===== config.mk =====
export PLATFORM = sky130hd
export DESIGN_NAME = kmer_two_bit_packer_core
export DESIGN_NICKNAME = d
export VERILOG_FILES = /design/src/rtl/kmtp_pkg.sv /design/src/rtl/kmtp_cell.sv /design/src/rtl/kmtp_out_buf.sv /design/src/rtl/kmer_two_bit_packer_core.sv
export SDC_FILE = /design/constraint.sdc
export NUM_CORES = 1
export LEC_CHECK = 0
export ABC_AREA = 1
export BUFFER_PORTS_ARGS = -buffer_cell sky130_fd_sc_hd__clkbuf_2
export CORE_AREA = 2 2 165 167
export CTS_CLUSTER_SIZE = 40
export DETAILED_ROUTE_END_ITERATION = 6
export DIE_AREA = 0 0 167 169
export PLACE_DENSITY = 0.62
export SYNTH_ARGS = -nofsm -noshare
export SYNTH_HDL_FRONTEND = slang
export SYNTH_SLANG_ARGS = --single-unit

===== constraint.sdc =====
create_clock -name clock -period 9.6 [get_ports clock]
set_clock_uncertainty 0.15 [all_clocks]
set_input_delay 2.88 -clock clock [delete_from_list [all_inputs] [get_ports clock]]
set_output_delay 2.88 -clock clock [all_outputs]
set_load 0.01 [all_outputs]

===== src/rtl/kmtp_pkg.sv =====
// kmtp_pkg: shared constants, types and helpers for the k-mer two-bit packer
// no dependencies; imported by every module of the block

package kmtp_pkg;

   localparam int MaxBases   = 32;
   localparam int CodeWidth  = 2;
   localparam int WinWidth   = CodeWidth * MaxBases;
   localparam int KmerWidth  = 64;
   localparam int KWidth     = 6;
   localparam int CharWidth  = 8;
   localparam int DataWidth  = 32;
   localparam int AddrWidth  = 5;
   localparam int RegIdxWidth = 3;

   localparam logic [KWidth-1:0] KReset = KWidth'(21);
   localparam logic [KWidth-1:0] KMax   = KWidth'(MaxBases);

   localparam logic [CharWidth-1:0] CharUpperA = 8'h41;
   localparam logic [CharWidth-1:0] CharLowerA = 8'h61;
   localparam logic [CharWidth-1:0] CharUpperC = 8'h43;
   localparam logic [CharWidth-1:0] CharLowerC = 8'h63;
   localparam logic [CharWidth-1:0] CharUpperG = 8'h47;
   localparam logic [CharWidth-1:0] CharLowerG = 8'h67;
   localparam logic [CharWidth-1:0] CharUpperT = 8'h54;
   localparam logic [CharWidth-1:0] CharLowerT = 8'h74;

   typedef enum logic [RegIdxWidth-1:0] {
      REG_KMER_SIZE  = 3'd0,
      REG_CODE_FOR_A = 3'd1,
      REG_CODE_FOR_C = 3'd2,
      REG_CODE_FOR_G = 3'd3,
      REG_CODE_FOR_T = 3'd4
   } reg_idx_type;

   typedef enum logic [1:0] {
      CELL_HOLD  = 2'd0,
      CELL_SHIFT = 2'd1,
      CELL_LOAD  = 2'd2,
      CELL_ZERO  = 2'd3
   } cell_op_type;

   typedef struct packed {
      cell_op_type op;
      logic        clear;
   } cell_ctrl_type;

   function automatic logic [KWidth-1:0] effective_k(input logic [KWidth-1:0] k);
      logic [KWidth-1:0] r;
      r = k;
      if (k == '0) begin
         r = KWidth'(1);
      end else if (k > KMax) begin
         r = KMax;
      end
      return r;
   endfunction

endpackage


===== src/rtl/kmtp_cell.sv =====
// kmtp_cell: one two-bit slot of the sliding base window
// depends on kmtp_pkg; instantiated in a row by the top level

module kmtp_cell
   import kmtp_pkg::*;
(
   input  logic                 clock,
   input  logic                 reset,
   input  cell_ctrl_type        ctrl,
   input  logic [CodeWidth-1:0] neighbor,
   input  logic [CodeWidth-1:0] code,
   output logic [CodeWidth-1:0] slot_next,
   output logic [CodeWidth-1:0] slot
);

   logic [CodeWidth-1:0] slot_ff;
   logic [CodeWidth-1:0] slot_in;

   always_comb begin
      case (ctrl.op)
         CELL_HOLD:  slot_next = slot_ff;
         CELL_SHIFT: slot_next = neighbor;
         CELL_LOAD:  slot_next = code;
         CELL_ZERO:  slot_next = '0;
         default:    slot_next = slot_ff;
      endcase
      slot_in = ctrl.clear ? '0 : slot_next;
   end

   always_ff @(posedge clock) begin
      if (reset) begin
         slot_ff <= '0;
      end else begin
         slot_ff <= slot_in;
      end
   end

   assign slot = slot_ff;

endmodule


===== src/rtl/kmtp_out_buf.sv =====
// kmtp_out_buf: output register with a skid stage for packed k-mers
// depends on kmtp_pkg

module kmtp_out_buf
   import kmtp_pkg::*;
(
   input  logic                 clock,
   input  logic                 reset,
   input  logic                 push,
   input  logic [KmerWidth-1:0] push_data,
   output logic                 space,
   output logic                 out_valid,
   input  logic                 out_ready,
   output logic [KmerWidth-1:0] out_data
);

   logic                 main_valid_ff, main_valid_in;
   logic                 skid_valid_ff, skid_valid_in;
   logic [KmerWidth-1:0] main_data_ff, main_data_in;
   logic [KmerWidth-1:0] skid_data_ff, skid_data_in;
   logic                 pop;

   always_comb begin
      pop           = main_valid_ff && out_ready;
      main_valid_in = main_valid_ff;
      skid_valid_in = skid_valid_ff;
      main_data_in  = main_data_ff;
      skid_data_in  = skid_data_ff;
      if (skid_valid_ff) begin
         if (pop) begin
            main_data_in  = skid_data_ff;
            skid_valid_in = 1'b0;
         end
      end else if (push) begin
         if (!main_valid_ff || pop) begin
            main_data_in  = push_data;
            main_valid_in = 1'b1;
         end else begin
            skid_data_in  = push_data;
            skid_valid_in = 1'b1;
         end
      end else if (pop) begin
         main_valid_in = 1'b0;
      end
   end

   always_ff @(posedge clock) begin
      if (reset) begin
         main_valid_ff <= 1'b0;
         skid_valid_ff <= 1'b0;
      end else begin
         main_valid_ff <= main_valid_in;
         skid_valid_ff <= skid_valid_in;
      end
      main_data_ff <= main_data_in;
      skid_data_ff <= skid_data_in;
   end

   assign space     = !skid_valid_ff;
   assign out_valid = main_valid_ff;
   assign out_data  = main_data_ff;

endmodule


===== src/rtl/kmer_two_bit_packer_core.sv =====
// kmer_two_bit_packer_core: top level of the k-mer two-bit packer
// depends on kmtp_pkg, kmtp_cell and kmtp_out_buf
//
// usage: characters enter on the req_ channel (req_base_char, req_record_end)
// and packed k-mers leave on the rsp_ channel (rsp_kmer_code), both with
// valid/ready. A, C, G, T in either case shift their two-bit code into a row
// of 32 two-bit cells; the newest base lands at slot k-1 and the oldest sits
// in bits 1:0. Each valid base ending a run of k or more valid bases yields
// one item. Other characters clear the window; a record end clears it after
// its own base has been used. k and the four codes are set through the csr_
// APB port; the user must change them only while the block is idle; the block
// does not check this. throughput: one item per cycle while the skid stage
// has space. a k-mer goes to the output register, or to the skid stage if
// that is full and not read, when its last base is taken. a stalled receiver
// fills the output register and then the skid stage; req_ready falls only
// while the skid stage is full. reset clears the window, the run count, the
// output stages and restores k = 21 and codes A=0, C=1, G=2, T=3.

module kmer_two_bit_packer_core
   import kmtp_pkg::*;
(
   input  logic                 clock,
   input  logic                 reset,
   input  logic                 req_valid,
   output logic                 req_ready,
   input  logic [CharWidth-1:0] req_base_char,
   input  logic                 req_record_end,
   output logic                 rsp_valid,
   input  logic                 rsp_ready,
   output logic [KmerWidth-1:0] rsp_kmer_code,
   input  logic                 csr_psel,
   input  logic                 csr_penable,
   input  logic                 csr_pwrite,
   input  logic [AddrWidth-1:0] csr_paddr,
   input  logic [DataWidth-1:0] csr_pwdata,
   output logic [DataWidth-1:0] csr_prdata,
   output logic                 csr_pready
);

   logic [KWidth-1:0]    kmer_size_ff, kmer_size_in;
   logic [CodeWidth-1:0] code_a_ff, code_a_in;
   logic [CodeWidth-1:0] code_c_ff, code_c_in;
   logic [CodeWidth-1:0] code_g_ff, code_g_in;
   logic [CodeWidth-1:0] code_t_ff, code_t_in;
   logic [KWidth-1:0]    run_ff, run_in;

   logic                 csr_write;
   reg_idx_type          reg_idx;
   logic                 accept;
   logic                 base_ok;
   logic [CodeWidth-1:0] base_code;
   logic [KWidth-1:0]    k_eff;
   logic [KWidth:0]      run_inc;
   logic                 emit;
   logic [WinWidth-1:0]  win_next;
   logic [WinWidth-1:0]  win;
   logic                 buf_space;

   // configuration registers
   assign csr_pready = 1'b1;
   assign csr_write  = csr_psel && csr_penable && csr_pwrite;
   assign reg_idx    = reg_idx_type'(csr_paddr[AddrWidth-1:2]);

   always_comb begin
      kmer_size_in = kmer_size_ff;
      code_a_in    = code_a_ff;
      code_c_in    = code_c_ff;
      code_g_in    = code_g_ff;
      code_t_in    = code_t_ff;
      csr_prdata   = '0;
      case (reg_idx)
         REG_KMER_SIZE: begin
            csr_prdata = DataWidth'(kmer_size_ff);
            if (csr_write) kmer_size_in = csr_pwdata[KWidth-1:0];
         end
         REG_CODE_FOR_A: begin
            csr_prdata = DataWidth'(code_a_ff);
            if (csr_write) code_a_in = csr_pwdata[CodeWidth-1:0];
         end
         REG_CODE_FOR_C: begin
            csr_prdata = DataWidth'(code_c_ff);
            if (csr_write) code_c_in = csr_pwdata[CodeWidth-1:0];
         end
         REG_CODE_FOR_G: begin
            csr_prdata = DataWidth'(code_g_ff);
            if (csr_write) code_g_in = csr_pwdata[CodeWidth-1:0];
         end
         REG_CODE_FOR_T: begin
            csr_prdata = DataWidth'(code_t_ff);
            if (csr_write) code_t_in = csr_pwdata[CodeWidth-1:0];
         end
         default: csr_prdata = '0;
      endcase
   end

   // base decode
   always_comb begin
      base_ok   = 1'b1;
      base_code = '0;
      case (req_base_char)
         CharUpperA, CharLowerA: base_code = code_a_ff;
         CharUpperC, CharLowerC: base_code = code_c_ff;
         CharUpperG, CharLowerG: base_code = code_g_ff;
         CharUpperT, CharLowerT: base_code = code_t_ff;
         default:                base_ok   = 1'b0;
      endcase
   end

   assign k_eff     = effective_k(kmer_size_ff);
   assign req_ready = buf_space;
   assign accept    = req_valid && req_ready;

   // run counter
   always_comb begin
      run_inc = {1'b0, run_ff} + (KWidth+1)'(1);
      emit    = accept && base_ok && (run_inc >= {1'b0, k_eff});
      run_in  = run_ff;
      if (accept) begin
         if (!base_ok || req_record_end) begin
            run_in = '0;
         end else if (run_inc < {1'b0, k_eff}) begin
            run_in = run_inc[KWidth-1:0];
         end else begin
            run_in = k_eff;
         end
      end
   end

   always_ff @(posedge clock) begin
      if (reset) begin
         kmer_size_ff <= KReset;
         code_a_ff    <= CodeWidth'(0);
         code_c_ff    <= CodeWidth'(1);
         code_g_ff    <= CodeWidth'(2);
         code_t_ff    <= CodeWidth'(3);
         run_ff       <= '0;
      end else begin
         kmer_size_ff <= kmer_size_in;
         code_a_ff    <= code_a_in;
         code_c_ff    <= code_c_in;
         code_g_ff    <= code_g_in;
         code_t_ff    <= code_t_in;
         run_ff       <= run_in;
      end
   end

   // row of window cells
   for (genvar j = 0; j < MaxBases; j++) begin : g_cell
      cell_ctrl_type        ctrl;
      logic [CodeWidth-1:0] neighbor;

      if (j == MaxBases - 1) begin : g_end
         assign neighbor = '0;
      end else begin : g_mid
         assign neighbor = win[CodeWidth*(j+1) +: CodeWidth];
      end

      always_comb begin
         ctrl.clear = accept && req_record_end;
         if (!accept) begin
            ctrl.op = CELL_HOLD;
         end else if (!base_ok) begin
            ctrl.op = CELL_ZERO;
         end else if (KWidth'(j + 1) == k_eff) begin
            ctrl.op = CELL_LOAD;
         end else if (KWidth'(j + 1) < k_eff) begin
            ctrl.op = CELL_SHIFT;
         end else begin
            ctrl.op = CELL_ZERO;
         end
      end

      kmtp_cell u_cell (
         .clock     (clock),
         .reset     (reset),
         .ctrl      (ctrl),
         .neighbor  (neighbor),
         .code      (base_code),
         .slot_next (win_next[CodeWidth*j +: CodeWidth]),
         .slot      (win[CodeWidth*j +: CodeWidth])
      );
   end

   kmtp_out_buf u_out_buf (
      .clock     (clock),
      .reset     (reset),
      .push      (emit),
      .push_data (KmerWidth'(win_next)),
      .space     (buf_space),
      .out_valid (rsp_valid),
      .out_ready (rsp_ready),
      .out_data  (rsp_kmer_code)
   );

endmodule


# Word-level counts from Yosys, hierarchy flattened
# Index checks and enable logic that the tools add are counted.
# op_classes
addsub	1
magnitude_cmp	35
n_eq_ne	142
muxes	178
bitwise_logic	2
reduce_logical	64
# ops
cell	count
$mux W2	128
$mux W64	4
$pmux W2 S4	32
$eq A2 B2 Y1 const B	64
$eq A5 B6 Y1 const A	16
$lt A5 B6 Y1 const A	16
$eq A2 B1 Y1 const B	32
$eq A8 B7 Y1 const B	8
$logic_not A2 Y1	32
$eq A4 B6 Y1 const A	8
$lt A4 B6 Y1 const A	8
$pmux W6 S5	1
$eq A3 B6 Y1 const A	4
$lt A3 B6 Y1 const A	4
$mux W6	4
$eq A2 B6 Y1 const A	2
$lt A2 B6 Y1 const A	2
$reduce_or A2 Y1	6
$reduce_and A2 Y1	5
$reduce_and A3 Y1	3
$mux W1	8
$reduce_or A8 Y1	1
$add A6 B1 Y7 const B	1
$ge A7 B6 Y1	1
19 further kinds	32
# word_totals
ff_bits	214
in_bits	53
wordCells	464

# Depth between registers and ports, before layout
# depth
word_depth	14
depth_mapped	15
mapped_depth_nobuf	14

# By module
# Synthesis repeated with hierarchy kept, for this count alone.
# unflattened
hier_cells	1317
hier_area_um2	10993.0
# by_module_without_submodules
module	n_inst	cells_per_inst	area_per_inst_um2	seq_area_each_um2
kmtp_out_buf	1	357	4798.4	3883.7
kmtp_cell	32	17	118.9	40.0
kmer_two_bit_packer_core	1	416	2391.0	400.4

# Least setup slack after synthesis
# OpenSTA, ideal clock, no wires.
# synth_timing
path_kind	input port to flip-flop
startpoint	in req_base_char[7]
endpoint	reg u_out_buf.main_data_ff[0] (netlist: u_out_buf.out_data[0]) (enable)
setup_time_ns	0.486
arrival_time_ns	6.383
slack_ns	2.581
cell_stages	9
path_buffers	0
path_cell_list	inv_1 nand2_1 nor2_2 nand2_1 nand3_4 nand2_4 inv_1 a21oi_1 nor2_1
# synth_between
elab_chain_len	7
# synth_rtl
item	line_no	source
start, declared	kmer_two_bit_packer_core.sv:26	input logic [CharWidth-1:0] req_base_char,
$eq A8 B7 Y1	kmer_two_bit_packer_core.sv:100	case (req_base_char)
$reduce_or A8 Y1 (no source line) (*)	n/a	
$mux W1 (*)	kmer_two_bit_packer_core.sv:100	
$logic_and A1 B1 Y1 (*) (2 in series)	kmer_two_bit_packer_core.sv:116	emit = accept && base_ok && (run_inc >= {1'b0, k_eff});
$reduce_bool A2 Y1 (no source line) (*)	n/a	
$reduce_and A3 Y1 (no source line) (*)	n/a	
end signal, assigned	kmtp_out_buf.sv:55	main_data_ff <= main_data_in;
end, declared	kmtp_out_buf.sv:19	logic [KmerWidth-1:0] main_data_ff, main_data_in;
# Every way passes the cells marked *; elsewhere a longest branch is shown, timed or not.
# A chain may end at the register's enable or synchronous reset.

# Worst setup path after layout
# layout_timing
startpoint	in csr_paddr[3]
endpoint	out csr_prdata[1]
# layout_between
elab_chain_len	2
# layout_rtl
item	line_no	source
start, declared	kmer_two_bit_packer_core.sv:34	input logic [AddrWidth-1:0] csr_paddr,
$eq A3 B3 Y1, or another cell as far along	kmer_two_bit_packer_core.sv:71	case (reg_idx)
$pmux W6 S5 (*)	kmer_two_bit_packer_core.sv:71	
end, declared	kmer_two_bit_packer_core.sv:36	output logic [DataWidth-1:0] csr_prdata,
# Marked as above.

==> impl_results.md <==
* Status: finished clean
* Top FF cell, synth: edfxtp_1
* Drt wl/cell at 14.9 um
* Fin nets at between 1k and 1.5k
* Share of post-route cells with drive strength above 1 at 17.4%
* CP Depth at 6
* Yosys cell types at 43
* Flop2flop setup slack at 5.32 ns
* Synth Area in Simple Gates at roughly 30%
* Hold slack at 0.315 ns
* Sequential share of the synthesized area at between 50 and 60%
* Post-synth top area cell: edfxtp_1
* Vias per cell at between 4 and 5
* WL met3 at 1320 um
* Crit Reg-Reg Startpoint: kmer_size_ff[5]
* RSZ-0062 raised after global routing: false
* Xor and xnor area share after synthesis at 0.335%
* Syn avg cell area at between 8 and 9 um2
* Slowest CP cell: nor3_1
* Power Density at 161 mW/mm2
* Post-CTS Setup Bufs at 0
* FMAX at 0.146 GHz
* Detailed-route via count at approximately 8.1k
* Non-filler instance count after layout at approximately 1.7k
* Synth Area in Compound Gates at about 6.8%
* Final Hold Viols at 0
* Reg2Reg Depth at 12
* H-Tree Depth at 1
* Hold Crit Class: reg2reg
* Area of the die at 0.0282 mm2
* Met2 WL at 11600 um
* TNS Setup at 0 ns
* Cell mode on critical path: clkbuf_2
* FP Rows at 60
* CTS tree: yes
* Setup-failing EPs final at 0
* Largest net degree at the start of global routing at 86
* Post-Synth Adder-Cell Area at 0.837%
* Yosys top cell area share at 36.7%
* Post-synth EDFFs at between 100 and 150
* Leakage at ~0.0053 uW
* WHS Endpoint: run_ff[5]
* Worst Setup End Kind: primary output
* Port bufs at 95
* Critical Path Max Stage Delay at 0.35 ns
* Final Critical Period at 6.86 ns
* Worst-Margin Slew at 1.04 ns
* Setup CP Type: in2out
* Remaining DRCs at 0
* GRT overflow at 0
* Tcrit/Tclk final at 71.5%
* # placed instances at 1630
* Rel. slew slack at 30.4%
* First-pass GRT wire length at roughly 40000 um
* Number of global-route vias before repair at 7590
* CP bufs+invs at 3
* Maxcap violations at 0
* Multi-input gate area at a little over 0.004 mm2
* Initial Util at 39.5%
* Met1 WL at 11200 um
* Die Y at between 150 and 200 um
* Initial antenna violation count at 0
* Crit-path max FO at 3
* Crit path arrival time at 3.83 ns
* Ant. Diodes at 0
* Sink Count at 214
* GRT Resource Usage Total at 17.4%
* Seq cells post-synth at about 210
* Clk_lat worst skew at 0.50 ns
* Peak supply drop at between 0.1 and 0.15 mV
* Fillers at 2628
* Mux share of post-synthesis cell area at 0%
* Async set-reset flop share out of synthesis at 0%
* Main combinational cell family by area after synthesis: simple AND/OR/NAND/NOR gates
* Starting DRT DRC Count at 620
* Post-synthesis cell area at 0.0105 mm2
* Clock-pin transition on the worst setup and hold timing paths at around 0.060 ns
* DRT Pass-1 Iters at 5
* Max Slew Vio Count at 0
* Startpoint types: input pin
* Post-DP HPWL at 17200 um
* Reg-to-reg endpoint: u_out_buf.out_data[12]
* Area Growth Syn to Fin at 12.8%
* Cts hold-fix bufs at 0
* HP Start: run_ff[5]
* CTS max path bufs at 3
* CTS Buf Count at 23
* Ports at approximately 150
* Antenna Violating Nets Remaining at 0
* Synth top area cells: edfxtp_1 37%, dfxtp_1 16%, nand2_1 14%
* Placer Congestion at around 0.92
* Register area at roughly 0.0056 mm2
* Critical path, cell by cell: clkbuf_2 -> inv_1 -> nor3_1 -> a22oi_1 -> o2111ai_1 -> clkbuf_2
* Post-CTS resize count at 0
* Worst Hold Depth at 2
* CP delay by family, top: simple AND/OR/NAND/NOR gates
* Yosys warns at 0
* Die W at between 150 and 200 um
* Worst EP required at 6.57 ns
* Core ar. at around 0.027 mm2
* Count leader, synth: nand2_1
* Top layer in use: met4
* Cells after synthesis at 1237
* Synth top cells by count: 380 x nand2_1, 128 x edfxtp_1, 126 x inv_1
* Root Buffer Master: clkbuf_16
* Final wirelength at 24800 um
==> area by class of cell <==
cell class	count	share of cell area, %
multi-input cells	836	34.4
flip-flops and latches	214	47.2
clock buffers	30	5.27
well taps	341	3.62
inverters	137	4.36
repair buffers	102	4.48
clock inverters	11	0.721
==> worst min-delay path, cell delays in order, from the launching register on <==
cell and delay (ns):
dfxtp_1 0.31, nand2_1 0.06, a21oi_1 0.06
==> layout by cell type (no fill, tap or decap), drive strengths merged <==
cell      count
nor3         10
o21bai        2
or2          14
clkinv        9
edfxtp      128
nand3       126
a31oi         3
nand3b        4
clkbuf      125
dfxtp        86
inv         137
and2          5
nor2        114
o211ai       14
nand4        14
xor2          4
clkinvlp      1
bufinv        1
o2111ai       1
a22oi         1
nand2       396
a221oi        2
o21ai        56
a21oi        36
conb         27
ha            7
buf           7
==> worst max-delay path by stage <==
| stage | start | endpoint | slack, ns |
|---|---|---|---|
| 5_1_grt | csr_paddr[3] | csr_prdata[0] | 2.59 |
| 3_5_place_dp | csr_paddr[3] | csr_prdata[1] | 2.72 |
| 6_report | csr_paddr[3] | csr_prdata[1] | 2.74 |
| 2_1_floorplan | req_base_char[7] | u_out_buf.out_data[0] | 2.58 |
| 3_3_place_gp | csr_paddr[3] | csr_prdata[1] | 2.72 |
| 4_1_cts | csr_paddr[3] | csr_prdata[1] | 2.72 |
==> metrics by stage <==
stage          area, um2  utilization [%]  setup slack (ns)  power [uW]
2_1_floorplan      10600                -              2.58        1060
3_3_place_gp       11100             41.8              2.72        1080
3_5_place_dp       11100             41.8              2.72        1080
4_1_cts            11800             44.5              2.72        1920
5_1_grt            11800             44.5              2.59        1960
6_report           11800             44.5              2.74        1900
==> per-layer routing <==
| layer | vias up | GRT usage, % |
|---|---|---|
| li1 | 4118 | - |
| met1 | 3764 | 24.1 |
| met2 | 201 | 28.3 |
| met3 | 42 | 2.71 |
| met4 | 0 | 4.95 |
| met5 | - | 0 |
==> power by group <==
| group | internal [uW] | leakage, uW | total [uW] | switching [uW] |
|---|---|---|---|---|
| sequential | 971 | 0.00176 | 975 | 3.36 |
| clock | 483 | 0.000351 | 833 | 350 |
| combinational | 23.7 | 0.00314 | 87.9 | 64.1 |
| total | 1480 | 0.00526 | 1900 | 418 |
==> sequential cells by signal, summed over array words and instances, names as in the netlist <==
| name | cells |
|---|---|
| code_c_ff | 2 |
| code_a_ff | 2 |
| u_out_buf.out_valid | 1 |
| code_t_ff | 2 |
| run_ff | 6 |
| u_out_buf.skid_data_ff | 64 |
| code_g_ff | 2 |
| kmer_size_ff | 6 |
| u_out_buf.out_data | 64 |
| g_cell.u_cell.slot | 64 |
| u_out_buf.skid_valid_ff | 1 |
==> cells by family (layout without fill, tap and decap cells) <==
| logic type | after synthesis | after routing |
|---|---|---|
| XOR/XNOR | 4 | 4 |
| AND/OR/NAND/NOR | 683 | 683 |
| other | 2 | 27 |
| adder cells (fa/ha/maj) | 7 | 7 |
| flip-flops | 214 | 214 |
| AO/OA/AOI/OAI | 115 | 115 |
| buffers and inverters | 212 | 280 |
(Power assumes the default switching activity.)
